**config.mk**
```make
export PLATFORM = sky130hd
export DESIGN_NAME = rmp_div
export DESIGN_NICKNAME = d
export VERILOG_FILES = /design/src/rmp_pkg.sv /design/src/rmp_div.sv
export SDC_FILE = /design/constraint.sdc
export NUM_CORES = 1
export LEC_CHECK = 0
export BUFFER_PORTS_ARGS = -buffer_cell sky130_fd_sc_hd__buf_2
export CAP_MARGIN = 30
export CELL_PAD_IN_SITES_DETAIL_PLACEMENT = 1
export CELL_PAD_IN_SITES_GLOBAL_PLACEMENT = 1
export CORE_ASPECT_RATIO = 1.2
export CORE_MARGIN = 1.5
export CORE_UTILIZATION = 48
export CTS_CLUSTER_DIAMETER = 150
export CTS_CLUSTER_SIZE = 25
export DETAILED_ROUTE_END_ITERATION = 6
export HOLD_SLACK_MARGIN = 0.1
export PLACE_DENSITY = 0.85
export SETUP_SLACK_MARGIN = 0.02
export SLEW_MARGIN = 30
export SYNTH_ARGS = -nofsm -noshare
export SYNTH_HDL_FRONTEND = slang
export SYNTH_SLANG_ARGS = --single-unit
```
**constraint.sdc**
```tcl
create_clock -name clk -period 6.45 [get_ports clk]
set_clock_uncertainty 0.1 [all_clocks]
set_input_delay 0.645 -clock clk [delete_from_list [all_inputs] [get_ports clk]]
set_output_delay 0.645 -clock clk [all_outputs]
set_load 0.005 [all_outputs]
```
**src/rmp_pkg.sv**
```systemverilog
// Shared types and constants for the region mass properties block.
// No dependencies; imported by the interfaces and all modules.
`default_nettype none
package rmp_pkg;

  localparam int COORD_BITS = 16;
  localparam int AREA_W     = 44;
  localparam int LEN_W      = 40;
  localparam int SUM_W      = 64;
  localparam int EPS_W      = 32;

  localparam logic signed [SUM_W:0] SUM_MAX = 65'sh07FFFFFFFFFFFFFFF;
  localparam logic signed [SUM_W:0] SUM_MIN = -SUM_MAX;

  typedef logic signed [COORD_BITS-1:0] coord_t;

  typedef enum logic [4:0] {
    ST_IDLE, ST_BOX, ST_M1, ST_M2, ST_CR, ST_MX, ST_MY, ST_DX, ST_DY,
    ST_SQ, ST_SQW, ST_LOOPCHK, ST_RA, ST_RMX, ST_RMY, ST_CLR, ST_FIN,
    ST_DIVX, ST_DWX, ST_DIVY, ST_DWY, ST_OUT
  } state_t;

  typedef struct packed {
    logic [AREA_W-1:0] area;
    coord_t            centroid_x;
    coord_t            centroid_y;
    logic              centroid_valid;
    logic [LEN_W-1:0]  perimeter;
    coord_t            box_min_x;
    coord_t            box_min_y;
    coord_t            box_max_x;
    coord_t            box_max_y;
    logic              overflow;
  } result_t;

endpackage
`default_nettype wire

```
**src/rmp_div.sv**
```systemverilog
// Restoring divider, one quotient bit per cycle.
// Depends on rmp_pkg.
`default_nettype none
module rmp_div import rmp_pkg::*; (
  input  wire logic             clk,
  input  wire logic             rst,
  input  wire logic             start,
  input  wire logic [SUM_W-1:0] dividend,
  input  wire logic [SUM_W:0]   divisor,
  output logic [SUM_W-1:0]      quotient,
  output logic                  busy
);
  logic [SUM_W:0]   rem;
  logic [SUM_W-1:0] num;
  logic [SUM_W:0]   dvs;
  logic [5:0]       cnt;
  logic [SUM_W+1:0] trial;
  logic             take;

  assign trial    = {rem, num[SUM_W-1]};
  assign take     = trial >= {1'b0, dvs};
  assign quotient = num;

  always_ff @(posedge clk) begin
    if (rst) begin
      busy <= 1'b0;
      cnt  <= '0;
    end else if (start) begin
      busy <= 1'b1;
      cnt  <= '1;
    end else if (busy) begin
      cnt <= cnt - 6'd1;
      if (cnt == 6'd0) busy <= 1'b0;
    end
  end

  always_ff @(posedge clk) begin
    if (start) begin
      rem <= '0;
      num <= dividend;
      dvs <= divisor;
    end else if (busy) begin
      rem <= take ? 65'(trial - {1'b0, dvs}) : trial[SUM_W:0];
      num <= {num[SUM_W-2:0], take};
    end
  end
endmodule
`default_nettype wire

```
==> metrics.txt <==
Slew HR=0.348; RSZ-0062 raised after global routing=no; Slowest-stage cell, CP=buf_4; RD Place Congestion=0.868; HPWL after detailed placement=25.0 mm; # hold bufs at CTS=0; Post-Synthesis Cells=1227; Data arrival, critical path=4.76 ns; status=finished, final reports clean; # resized after CTS=0; GRT Util Overall=0.259; worst skew pair latency=0.47 ns; CTS sink cnt=201; total grt overflow=0; most frequent cells in the layout=buf_2, edfxtp_1, nor2_1, a21oi_1; fin nets=1576; Tcrit/Tclk final=0.694; layout cells sized above 1=0.224; asr flop ratio synth=0; CTS Root Cell=clkbuf_16; Hold Slack=0.230 ns; DRC violations left=0; number of global-route vias before repair=10700; CTS tree=yes; Setup Buffers After CTS=0; Antenna Nets Post-Route=0; Final Hold Fails=0; worst-path maximum fanout=75; Unique masters post-synth=73; Post-Synthesis Cell Area=12000 µm²; # setup viols final=0; critical path endpoint category=register; cell mode on critical path=inv_1; fin area=13500 µm²; maximum VDD drop=0.000202 V; Initial Utilization=0.487; area grow syn2layout=12.6%; Die H=176 µm; syn avg cell area=9.79 µm²; vias per cell=5.81; measured slew at the worst slew-check pin=0.977 ns; Max Clk Rate=223 MHz; Placed Instance Area=13100 µm²; final WL=33.6 mm; post-synthesis sequential area ratio=0.443; r2r startpoint=quotient[63]; cells along the critical path=inv_1 -> ha_1 -> inv_1 -> fa_1 -> a21o_1 -> a221o_1 -> nand3_1 -> a31oi_1 -> o211ai_2 -> nand3_2 -> a31oi_4 -> buf_4 -> a21oi_1 -> a211oi_1; WHS Path Cells=1; Buf/Inv on CP=3; Synth Flop Type=edfxtp_1; peak per-stage delay on the critical path=0.73 ns; worst hold start=divisor[24]; CP required=6.73 ns; fin cells=1707; Detailed Routing Iterations Pass 1=4; Fill cells=2818; Worst Hold End=dvs[24]; most common cell after layout, fill and taps aside=buf_2; 1st-iter DRT viols=375; EDFF count, synth=129; Setup CP Type=reg -> reg; HP Class=in -> reg; Die Width=147 µm; Core Rows=63; via count=9919; reg-to-reg slack, setup=1.97 ns; Setup TNS=0 ns; fin. max-slew vios=0; YS warnings=0; leakage=5.74 nW; Inserted Clock Buffers=12; R2R depth=14; dpl cells=1686; Synthesized Nets=1427; FF-to-FF End=rem[30]; initial antenna violation count=0; CTS Buffer Depth=3; antenna cell count=0; critical path's top delay family=compound AO/OA/AOI/OAI gates; core area=24700 µm²; CTS clk-pin slew, worst paths=0.11 ns; Die Area=26000 µm²; Startpoint Class=register; num ports=197; first-pass GRT wire length=54.4 mm; WL/cell=19.7 µm; H-tree lvl count=1; Port Buffer Count=196; Seq cells post-synth=201; min Tclk post-route=4.48 ns; maxcap violations=0; pwr dens=232 nW/µm²; largest net degree at the start of global routing=76
[through the flow]
step | setup WS (ns) | util | total power [mW]
2_1_floorplan | 3.23 | - | 2.08
3_3_place_gp | 2.23 | 0.533 | 2.30
3_5_place_dp | 1.98 | 0.533 | 2.33
4_1_cts | 1.97 | 0.548 | 3.16
5_1_grt | 1.69 | 0.548 | 3.29
6_report | 1.97 | 0.548 | 3.14
[metal layers]
layer  share of wire  GRT usage  vias up  routed length, µm
met1            0.41      0.299     4831              13700
met3           0.053     0.0475       58               1790
met5               0          0        -                  0
met4           0.026     0.0742        0                861
li1                -          -     4779                  -
met2            0.51      0.485      251              17200
[logic make-up after synthesis]
kind of cell    count (synthesis)  share of synthesized area
mux                            73                     0.0676
buf+inv                       157                     0.0539
compound gates                351                      0.200
flops                         201                      0.443
fa+ha+maj                      68                     0.0715
simple gates                  316                      0.120
xor+xnor                       61                     0.0445
[power by group]
part | switching, mW | internal [mW] | leakage (nW)
combinational | 0.438 | 0.309 | 3.68
clock | 0.450 | 0.387 | 0.182
sequential | 0.0683 | 1.49 | 1.87
[final cells by class]
class	instances	area, µm²	share of cell area
flip-flops and latches	201	5320	0.393
multi-input cells	869	6050	0.447
clock buffers	19	349	0.0258
repair buffers	203	1040	0.0769
well taps	325	407	0.0301
inverters	89	334	0.0247
clock inverters	1	30.0	0.00222
[worst reg2reg max path: cells and delay by family (launching register included)]
kind	cells	cell delay, ns
DFF	1	0.41
adders and majority gates	2	0.56
AOI/OAI and AO/OA	7	2.15
and+or+nand+nor	2	0.29
buffers and inverters	3	0.88
[how the worst max path moves through the flow]
stage                             from       to  slack [ns]  depth (start not counted)
after floorplan           quotient[63]  rem[28]        3.23                         14
after global placement    quotient[63]  rem[11]        2.23                         15
after detailed placement  quotient[63]  rem[11]        1.98                         15
after CTS                 quotient[63]  rem[30]        1.97                         14
after global routing      quotient[63]  rem[11]        1.69                         15
final                     quotient[63]  rem[30]        1.97                         14
[flip-flops by register name, summed over array words and instances (netlist names)]
register / count
cnt: 6
busy: 1
quotient: 64
dvs: 65
rem: 65
[synthesized netlist by cell type (9+ instances only)]
library cell | count | area (µm²)
buf_2 | 25 | 125
nand4_1 | 21 | 131
a21o_1 | 33 | 248
o21ai_1 | 9 | 45.0
a31oi_1 | 14 | 87.6
nand3_1 | 18 | 90.1
nor2b_1 | 10 | 62.6
o21bai_1 | 11 | 82.6
o211ai_1 | 14 | 105
nor2_1 | 123 | 462
clkbuf_1 | 38 | 143
and3_1 | 14 | 87.6
nor3_1 | 11 | 55.1
a21oi_1 | 103 | 515
edfxtp_1 | 129 | 3870
a211oi_1 | 37 | 278
o21ai_0 | 50 | 250
dfxtp_1 | 72 | 1440
xnor2_1 | 30 | 263
inv_1 | 89 | 334
xor2_1 | 31 | 272
mux2_2 | 65 | 732
nor4_1 | 10 | 62.6
nand2_1 | 88 | 330
ha_1 | 67 | 838
(Power assumes the default switching activity.)
